## config.mk

```make
export PLATFORM = sky130hd
export DESIGN_NAME = ncd_cell
export DESIGN_NICKNAME = d
export VERILOG_FILES = /design/src/hdl/neighbor_copy_dilation_defines.svh /design/src/hdl/ncd_pkg.sv /design/src/hdl/ncd_cell.sv
export SDC_FILE = /design/constraint.sdc
export NUM_CORES = 1
export LEC_CHECK = 0
export ABC_AREA = 0
export BUFFER_PORTS_ARGS = -buffer_cell sky130_fd_sc_hd__buf_2
export CORE_AREA = 8 8 125 127
export CTS_BUF_LIST = sky130_fd_sc_hd__clkbuf_4
export CTS_CLUSTER_DIAMETER = 40
export DETAILED_ROUTE_END_ITERATION = 6
export DIE_AREA = 0 0 133 135
export PLACE_DENSITY = 0.71
export SYNTH_ARGS = -nofsm -noshare
export SYNTH_HDL_FRONTEND = slang
export SYNTH_SLANG_ARGS = --single-unit
```

## constraint.sdc

```tcl
create_clock -name clk -period 7.1 [get_ports clk]
set_clock_uncertainty 0.2 [all_clocks]
set_input_delay 0.71 -clock clk [delete_from_list [all_inputs] [get_ports clk]]
set_output_delay 0.71 -clock clk [all_outputs]
set_load 0.05 [all_outputs]
```

## src/hdl/neighbor_copy_dilation_defines.svh

```systemverilog
// ============================================================================
// Assertion macros for the neighbor copy dilation block
// Shared property forms. Each use expects clk and arst_n in scope.
// ============================================================================
`ifndef NEIGHBOR_COPY_DILATION_DEFINES_SVH
`define NEIGHBOR_COPY_DILATION_DEFINES_SVH

// Consequent checked in the same cycle as the antecedent.
`define NCD_ASSERT_SAME(label, ante, cons, msg) \
	label: assert property (@(posedge clk) disable iff (!arst_n) (ante) |-> (cons)) \
		else $error(msg);

// Consequent checked in the cycle after the antecedent.
`define NCD_ASSERT_NEXT(label, ante, cons, msg) \
	label: assert property (@(posedge clk) disable iff (!arst_n) (ante) |=> (cons)) \
		else $error(msg);

`endif

```

## src/hdl/ncd_pkg.sv

```systemverilog
// ============================================================================
// ncd_pkg
// Widths, register codes and the word type that moves along the cell chain.
// ============================================================================
`default_nettype none

package ncd_pkg;

	localparam int PIXEL_W    = 32;
	localparam int BLUE_W     = 8;
	localparam int IMG_W_W    = 12;
	localparam int IMG_H_W    = 13;
	localparam int CFG_DATA_W = 13;
	localparam int REG_IDX_W  = 2;

	localparam logic [REG_IDX_W-1:0] REG_IMAGE_WIDTH  = 2'd0;
	localparam logic [REG_IDX_W-1:0] REG_IMAGE_HEIGHT = 2'd1;

	localparam logic [IMG_W_W-1:0] WIDTH_RST  = 12'd640;
	localparam logic [IMG_H_W-1:0] HEIGHT_RST = 13'd480;

	// Neighbor slots in priority order; one cell per slot.
	localparam int NUM_CAND   = 4;
	localparam int NUM_CELLS  = NUM_CAND;
	localparam int CAND_UP    = 0;
	localparam int CAND_LEFT  = 1;
	localparam int CAND_RIGHT = 2;
	localparam int CAND_DOWN  = 3;

	typedef struct packed {
		logic [NUM_CAND-1:0][PIXEL_W-1:0] cand;
		logic [NUM_CAND-1:0]              cand_en;
		logic [PIXEL_W-1:0]               result;
		logic                             found;
		logic                             row_end;
		logic                             frame_end;
	} ncd_word_t;

endpackage

`default_nettype wire

```

## src/hdl/ncd_cell.sv

```systemverilog
// ============================================================================
// ncd_cell
// One step of the neighbor priority chain: test the head candidate, shift
// the rest down, register the word and hand it to the next cell.
// ============================================================================
`default_nettype none

module ncd_cell (
	input  wire logic              clk,
	input  wire logic              arst_n,
	input  wire logic              in_valid,
	output logic                   in_ready,
	input  wire ncd_pkg::ncd_word_t in_word,
	output logic                   out_valid,
	input  wire logic              out_ready,
	output ncd_pkg::ncd_word_t     out_word
);

	import ncd_pkg::*;

	logic      valid_s1;
	ncd_word_t word_s1;
	ncd_word_t word_next;

	assign in_ready = !valid_s1 || out_ready;

	always_comb begin
		word_next = in_word;
		for (int i = 0; i < NUM_CAND - 1; i++) begin
			word_next.cand[i]    = in_word.cand[i+1];
			word_next.cand_en[i] = in_word.cand_en[i+1];
		end
		word_next.cand[NUM_CAND-1]    = '0;
		word_next.cand_en[NUM_CAND-1] = 1'b0;
		// first qualifying neighbor wins; later cells see found set
		if (!in_word.found && in_word.cand_en[0] && (in_word.cand[0][BLUE_W-1:0] != '0)) begin
			word_next.result = in_word.cand[0];
			word_next.found  = 1'b1;
		end
	end

	always_ff @(posedge clk or negedge arst_n) begin
		if (!arst_n) begin
			valid_s1 <= 1'b0;
		end else if (in_ready) begin
			valid_s1 <= in_valid;
		end
	end

	always_ff @(posedge clk) begin
		if (in_valid && in_ready) begin
			word_s1 <= word_next;
		end
	end

	assign out_valid = valid_s1;
	assign out_word  = word_s1;

endmodule

`default_nettype wire

```

* After elaboration in Yosys (flattened, before gate mapping)
Index checks and enable logic that the tools add are counted.
** Cells by class
- Muxes and demuxes :: 1
- Reductions and logical operators :: 7
** Operator list (count)
- two-way mux 33 bit :: 1
- nonzero test 8 bit :: 1
- logical AND 1 bit :: 3
- zero test 1 bit :: 2
- logical OR 1 bit :: 1
** Word-level totals
- Output and inout port bits :: 169
- Bits of input ports :: 171
- Bits in registers :: 135

* Logic depth before layout (Yosys ltp)
Gate-level depths: netlist of the first run.
- Depth after elaboration :: 4
- Depth in mapped cells :: 4

* Least setup slack after synthesis of the first run
Ideal clock, no wire load.
- Path type :: input -> register
- Start :: input out_ready
- End :: register word_s1, in the netlist out_word[0] (enable)
- Stages :: 2
- Data arrival time :: 4.324 ns
- Path slack :: 2.068 ns
- Path buffers :: 0
- Data required time :: 6.391 ns
- Library setup time :: 0.509 ns
- Path through :: nand2b_1 > and2_1
** On the way
- Cells in the longest elaborated chain, start to end :: 2
** Ends and longest elaborated chain
- start: declaration :: RTL line ncd_cell.sv:15 : input wire logic out_ready,
- logical OR 1 bit :: RTL line ncd_cell.sv:25 : assign in_ready = !valid_s1 || out_ready;
- logical AND 1 bit :: RTL line ncd_cell.sv:51 : if (in_valid && in_ready) begin
- end signal: assignment :: RTL line ncd_cell.sv:52 : word_s1 <= word_next;
- end: declaration :: RTL line ncd_cell.sv:22 : ncd_word_t word_s1;
Every way passes these cells.
A chain may end at the register's enable or synchronous reset.

* Worst setup path in the final report of the first run
- Start :: register valid_s1 (netlist: out_valid)
- End :: register word_s1, in the netlist out_word[99] (enable)
** On the way
- Cells in the longest elaborated chain, start to end :: 3
** Ends and longest elaborated chain
- start: declaration :: RTL line ncd_cell.sv:21 : logic valid_s1;
- start signal: assignment :: RTL line ncd_cell.sv:46 : valid_s1 <= in_valid;
- zero test 1 bit :: RTL line ncd_cell.sv:25
- logical OR 1 bit :: RTL line ncd_cell.sv:25
- logical AND 1 bit :: RTL line ncd_cell.sv:51
Every way passes these cells.

==> results of run 1 <==
[where the power goes]
group          switching (mW)  internal, mW
Clock                   0.288         0.175
Sequential             0.0111         0.932
Combinational           0.256        0.0839
Total                   0.554          1.19
[synthesized netlist by cell type (all sizes together)]
library cell    n
and2            1
conb            1
mux2           32
edfxtp        134
nand2b          3
buf            36
nand2           1
a21oi           1
dfrtp           1
nor4            2
a21o            1
[routing by layer]
| metal | global-route usage, % | wire (microns) | vias to the layer above |
|---|---|---|---|
| li1 | - | - | 1407 |
| met1 | 14.5 | 4920 | 1416 |
| met2 | 26.2 | 7270 | 194 |
| met3 | 7.13 | 1380 | 12 |
| met4 | 6.50 | 196 | 0 |
| met5 | 0 | 0 | - |
[path summary, 6_finish.rpt]
path	endpoint	cells after the start	slack, ns
min reg2reg	out_valid$_DFFE_PN0P_	2	0.39
min	out_word[109]$_DFFE_PP_	1	0.14
max in group asynchronous	out_valid$_DFFE_PN0P_	2	6.31
min in group asynchronous	out_valid$_DFFE_PN0P_	2	0.31
max	out_word[99]$_DFFE_PP_	3	4.44
max reg2reg	out_word[99]$_DFFE_PP_	3	4.44
[critical path, cell delays in order (launching register included)]
cell      delay (ns)
dfrtp_1         0.40
nand2b_1        0.12
and2_4          0.59
buf_4           0.89
[registers in the layout, summed over array words and instances, names as in the netlist]
signal / count
out_valid: 1
out_word: 134
[through the flow]
stage	hold slack, ns	utilization [%]	power (mW)	area [sq um]
after detailed placement	0.286	47.6	1.30	6480
final	0.143	49.6	1.75	6750
after global routing	0.0696	49.6	1.81	6750
after floorplan	0.214	-	1.22	4980
after CTS	0.0817	49.6	1.77	6750
after global placement	0.285	47.6	1.30	6480
[cell families after synthesis]
kind of cell           after synthesis  share of synthesized area, %
AOI/OAI and AO/OA                    2                         0.334
muxes                               32                          9.72
DFF                                135                          83.2
buffers and inverters               36                          5.79
and+or+nand+nor                      7                         0.849
other                                1                        0.0771
[final cells by class]
type / instances / area share (%)
clock buffer: 17 / 1.89
sequential: 135 / 60.0
multi-input combinational: 74 / 9.84
clock inverter: 15 / 1.89
timing repair buffer: 309 / 23.0
tap: 180 / 3.34
antenna: 1 / 0.0371
[repair_timing]
item	CTS	global route
hold buffers	1	0
hold endpoints to repair	1	0
endpoints found under the setup margin	0	0
==> flow_summary.toml, run 1 <==
[run]
max_capacitance_violation_count = 0

[floorplan]
fp-row-count = 43
floorplan_die_height_microns = 135
ioPinCount = 340
die_width_microns = 133
design.core.area_sq_um = 13600
die_area_sq_um = 18000
initial_core_util_pct = 35.7

[timing]
final_max_slew_viol_count = 0
grt_setup_unrepaired = "no"
finalCriticalPeriod_ns = 2.66
fin_tns_setup_ns = 0
maxClockFrequency_mhz = 376
max_slew.worst_pin.slew_ns = 1.01
timing.final.hold_violations = 0
slew-limit-headroom_pct = 33.0
postLayoutSetupSlackWorst_ns = 4.44
min_period_over_period_pct = 37.5
setup_viol_count_final = 0

[clock_tree]
clk_transition_reported_paths_ns = 0.13
post_cts.resized_instances = 0
clock_tree.root_cell = "clkbuf_4"
cts_made_buffers = 17
number_of_clock_sinks_seen_by_cts = 135
cts_max_path_buffers = 2
level_count_of_the_clock_h_tree = 4
cts_tree = "built"
post_cts.repair.setup_buffers = 0
clkLatencyLatePin_ns = 0.51

[placement]
final_hpwl_from_detailed_placement_microns = 11300
placedCellCount = 697
detailedPlace.worstSlack_ns = 4.00
place.port_buffers = 306
routability_cong = 0.764

[route]
drt_iter0_markers = 132
routed-via-count = 3029
firstDrtPassIters = 4
routed_wire_length_microns = 13800
ant_nets = 0
post_drt_via_cell_ratio = 4.14
route.detailed.drc = 0
wl_per_cell_microns = 18.8

[grt]
gr-total-overflow = 0
grt_util_all_layers_pct = 14.8
grt_pass1_vias = 3411
grt_start_max_net_pins = 85
antenna_violations_before_repair = 1
first_pass_grt_wire_length_microns = 20000

[power_and_ir_drop]
ir_drop_worst_case_vdd_mv = 0.0903
p_leak_nw = 2.99
power.density_nw_per_um2 = 258

[finish]
mostFrequentLayoutCell = "buf_2"
instances_no_fill = 731
fillerInstances = 1230
top_library_cells_by_usage_in_the_layout_fill_and_taps_aside = "buf_2, edfxtp_1, conb_1"
area_used_by_multi_input_combinational_logic_sq_um = 664
layout_cells_sized_above_1_pct = 67.5
area.sequential_sq_um = 4050
fin_nets = 708
syn_to_final_growth_pct = 38.8

[outcome]
run_status = "finished, final reports clean"

[yosys]
post_synthesis_sequential_element_count = 135
synth_area_leaders = "edfxtp_1, mux2_4, buf_4"
netlist-cell-type-count = 13
post-synth-top-area-cell = "edfxtp_1"
ys_seq_area_share_pct = 83.2
yosys_synthesis_warning_count = 0
synth_area_sq_um = 4860
syn-mean-instance-area_sq_um = 22.8
yosysTopAreaCellShare_pct = 82.7
netlist_instances = 213

[setup_path]
regToRegStartpoint = "out_valid$_DFFE_PN0P_"
worst_setup_path_end_kind = "flop"
setup.worst_path.start = "out_valid$_DFFE_PN0P_"
worst_setup_path_start_kind = "flop"
timing.critical_path.required_ns = 7.04
crit_arrival_ns = 2.60
cp_max_fo = 84
timing.setup.critical_path_class = "flop to flop"

[worst_hold_path]
worst_hold_path_type = "input pin to flop"
holdCritStartpoint = "in_word[141]"
(Power assumes the default switching activity.)
==> inputs of run 2 (changes only) <==
--- a/config.mk
+++ b/config.mk
@@ -7,12 +7,12 @@
 export LEC_CHECK = 0
 export ABC_AREA = 0
 export BUFFER_PORTS_ARGS = -buffer_cell sky130_fd_sc_hd__buf_2
-export CORE_AREA = 8 8 125 127
+export CORE_AREA = 8 8 127 129
 export CTS_BUF_LIST = sky130_fd_sc_hd__clkbuf_4
 export CTS_CLUSTER_DIAMETER = 40
 export DETAILED_ROUTE_END_ITERATION = 6
-export DIE_AREA = 0 0 133 135
-export PLACE_DENSITY = 0.71
+export DIE_AREA = 0 0 135 137
+export PLACE_DENSITY = 0.69
 export SYNTH_ARGS = -nofsm -noshare
 export SYNTH_HDL_FRONTEND = slang
 export SYNTH_SLANG_ARGS = --single-unit
==> constraint.sdc (replaced) <==
create_clock -name clk -period 2.45 [get_ports clk]
set_clock_uncertainty 0.2 [all_clocks]
set_input_delay 0.245 -clock clk [delete_from_list [all_inputs] [get_ports clk]]
set_output_delay 0.245 -clock clk [all_outputs]
set_load 0.05 [all_outputs]
==> run 2 against run 1 <==
The flow now stops in clock tree synthesis. Area after synthesis unchanged. Synthesized cell count unchanged.
==> flow_summary.toml, run 2 <==
[outcome]
run_status = "did not finish"
failed_stage = "clock tree synthesis"
error_line = "[ERROR RSZ-0060] Max buffer count reached."

[yosys]
ys_seq_area_share_pct = 83.2
synth_enable_flop_cells = 134
post-synth-top-area-cell = "edfxtp_1"
synth_area_leaders = "edfxtp_1, mux2_4, buf_4"
flip_flop_cell_with_the_highest_count_after_synthesis = "edfxtp_1"
post_synth_most_frequent_cells = "edfxtp_1, buf_4, mux2_4, buf_6, nand2b_1"
yosysTopAreaCellShare_pct = 82.7
post_synthesis_sequential_element_count = 135
async_s_r_ff_share_synth_pct = 0.741
yosys_synthesis_warning_count = 0
yosys.cell_count.top_type = "edfxtp_1"
netlist_instances = 213
syn-mean-instance-area_sq_um = 22.8
synth_area_sq_um = 4860
netlist-cell-type-count = 13

[floorplan]
floorplan_die_height_microns = 137
initial_core_util_pct = 34.2
ioPinCount = 340
die_width_microns = 135
fp-row-count = 44

[clock_tree]
post_cts.repair.setup_buffers = 0
cts.hold.buffers_added = 148
post_cts.resized_instances = 0
cts_made_buffers = 17
clock_tree.root_cell = "clkbuf_4"
level_count_of_the_clock_h_tree = 4
cts_max_path_buffers = 2
number_of_clock_sinks_seen_by_cts = 135

[placement]
detailedPlace.worstSlack_ns = 0.252
final_hpwl_from_detailed_placement_microns = 11200
placedCellCount = 705
place.port_buffers = 306
routability_cong = 0.782
==> run 2: cell counts after synthesis <==
No cell type changed its count.
==> run 2: through the flow <==
stage | hold WS [ns] | util (%) | area [sq um]
2_1_floorplan | -0.251 | - | 5000
3_3_place_gp | -0.179 | 46.1 | 6550
3_5_place_dp | -0.179 | 46.1 | 6550
==> run 2: cells by family after synthesis <==
group / count (synthesis) / synth area share [%]
flip-flops: 135 / 83.2
buffers and inverters: 36 / 5.79
multiplexers: 32 / 9.72
AND/OR/NAND/NOR: 7 / 0.849
AO/OA/AOI/OAI: 2 / 0.334
other: 1 / 0.0771
==> inputs of run 3 (changes only) <==
--- a/config.mk
+++ b/config.mk
@@ -7,12 +7,10 @@
 export LEC_CHECK = 0
 export ABC_AREA = 0
 export BUFFER_PORTS_ARGS = -buffer_cell sky130_fd_sc_hd__buf_2
-export CORE_AREA = 8 8 127 129
-export CTS_BUF_LIST = sky130_fd_sc_hd__clkbuf_4
-export CTS_CLUSTER_DIAMETER = 40
+export CORE_AREA = 8 8 126 128
 export DETAILED_ROUTE_END_ITERATION = 6
-export DIE_AREA = 0 0 135 137
-export PLACE_DENSITY = 0.69
+export DIE_AREA = 0 0 134 136
+export PLACE_DENSITY_LB_ADDON = 0.15
 export SYNTH_ARGS = -nofsm -noshare
 export SYNTH_HDL_FRONTEND = slang
 export SYNTH_SLANG_ARGS = --single-unit
==> run 3 against run 2 <==
The flow again stops in clock tree synthesis. Synthesized cell count unchanged. Area after synthesis unchanged.
==> flow_summary.toml, run 3 <==
[outcome]
run_status = "did not finish"
failed_stage = "clock tree synthesis"
error_line = "[ERROR RSZ-0060] Max buffer count reached."

[floorplan]
die_width_microns = 134
floorplan_die_height_microns = 136
ioPinCount = 340
fp-row-count = 44
initial_core_util_pct = 34.7

[clock_tree]
cts_max_path_buffers = 2
clock_tree.root_cell = "clkbuf_16"
level_count_of_the_clock_h_tree = 4
number_of_clock_sinks_seen_by_cts = 135
cts_made_buffers = 17
post_cts.repair.setup_buffers = 0
post_cts.resized_instances = 0
cts.hold.buffers_added = 149

[placement]
placedCellCount = 707
final_hpwl_from_detailed_placement_microns = 11400
routability_cong = 0.758
place.port_buffers = 306

[yosys]
netlist_instances = 213
post_synth_most_frequent_cells = "edfxtp_1, buf_4, mux2_4, buf_6, nand2b_1"
yosys.cell_count.top_type = "edfxtp_1"
ys_seq_area_share_pct = 83.2
post_synthesis_sequential_element_count = 135
synth_area_leaders = "edfxtp_1, mux2_4, buf_4"
yosysTopAreaCellShare_pct = 82.7
flip_flop_cell_with_the_highest_count_after_synthesis = "edfxtp_1"
post-synth-top-area-cell = "edfxtp_1"
synth_area_sq_um = 4860
yosys_synthesis_warning_count = 0
synth_enable_flop_cells = 134
netlist-cell-type-count = 13
async_s_r_ff_share_synth_pct = 0.741
syn-mean-instance-area_sq_um = 22.8
[run 3: cell counts after synthesis]
Identical to the previous run, type by type.
[run 3: per-stage QoR]
stage	hold slack, ns	instance area, sq um	setup slack (ns)	util (%)
global placement	-0.180	6580	0.401	46.9
floorplan	-0.251	5000	0.0825	-
detailed placement	-0.179	6580	0.430	46.9
[run 3: logic make-up after synthesis]
| kind of cell | after synthesis | share of synthesized area, % |
|---|---|---|
| compound gates | 2 | 0.334 |
| buf+inv | 36 | 5.79 |
| flops | 135 | 83.2 |
| mux | 32 | 9.72 |
| other cells | 1 | 0.0771 |
| simple gates | 7 | 0.849 |
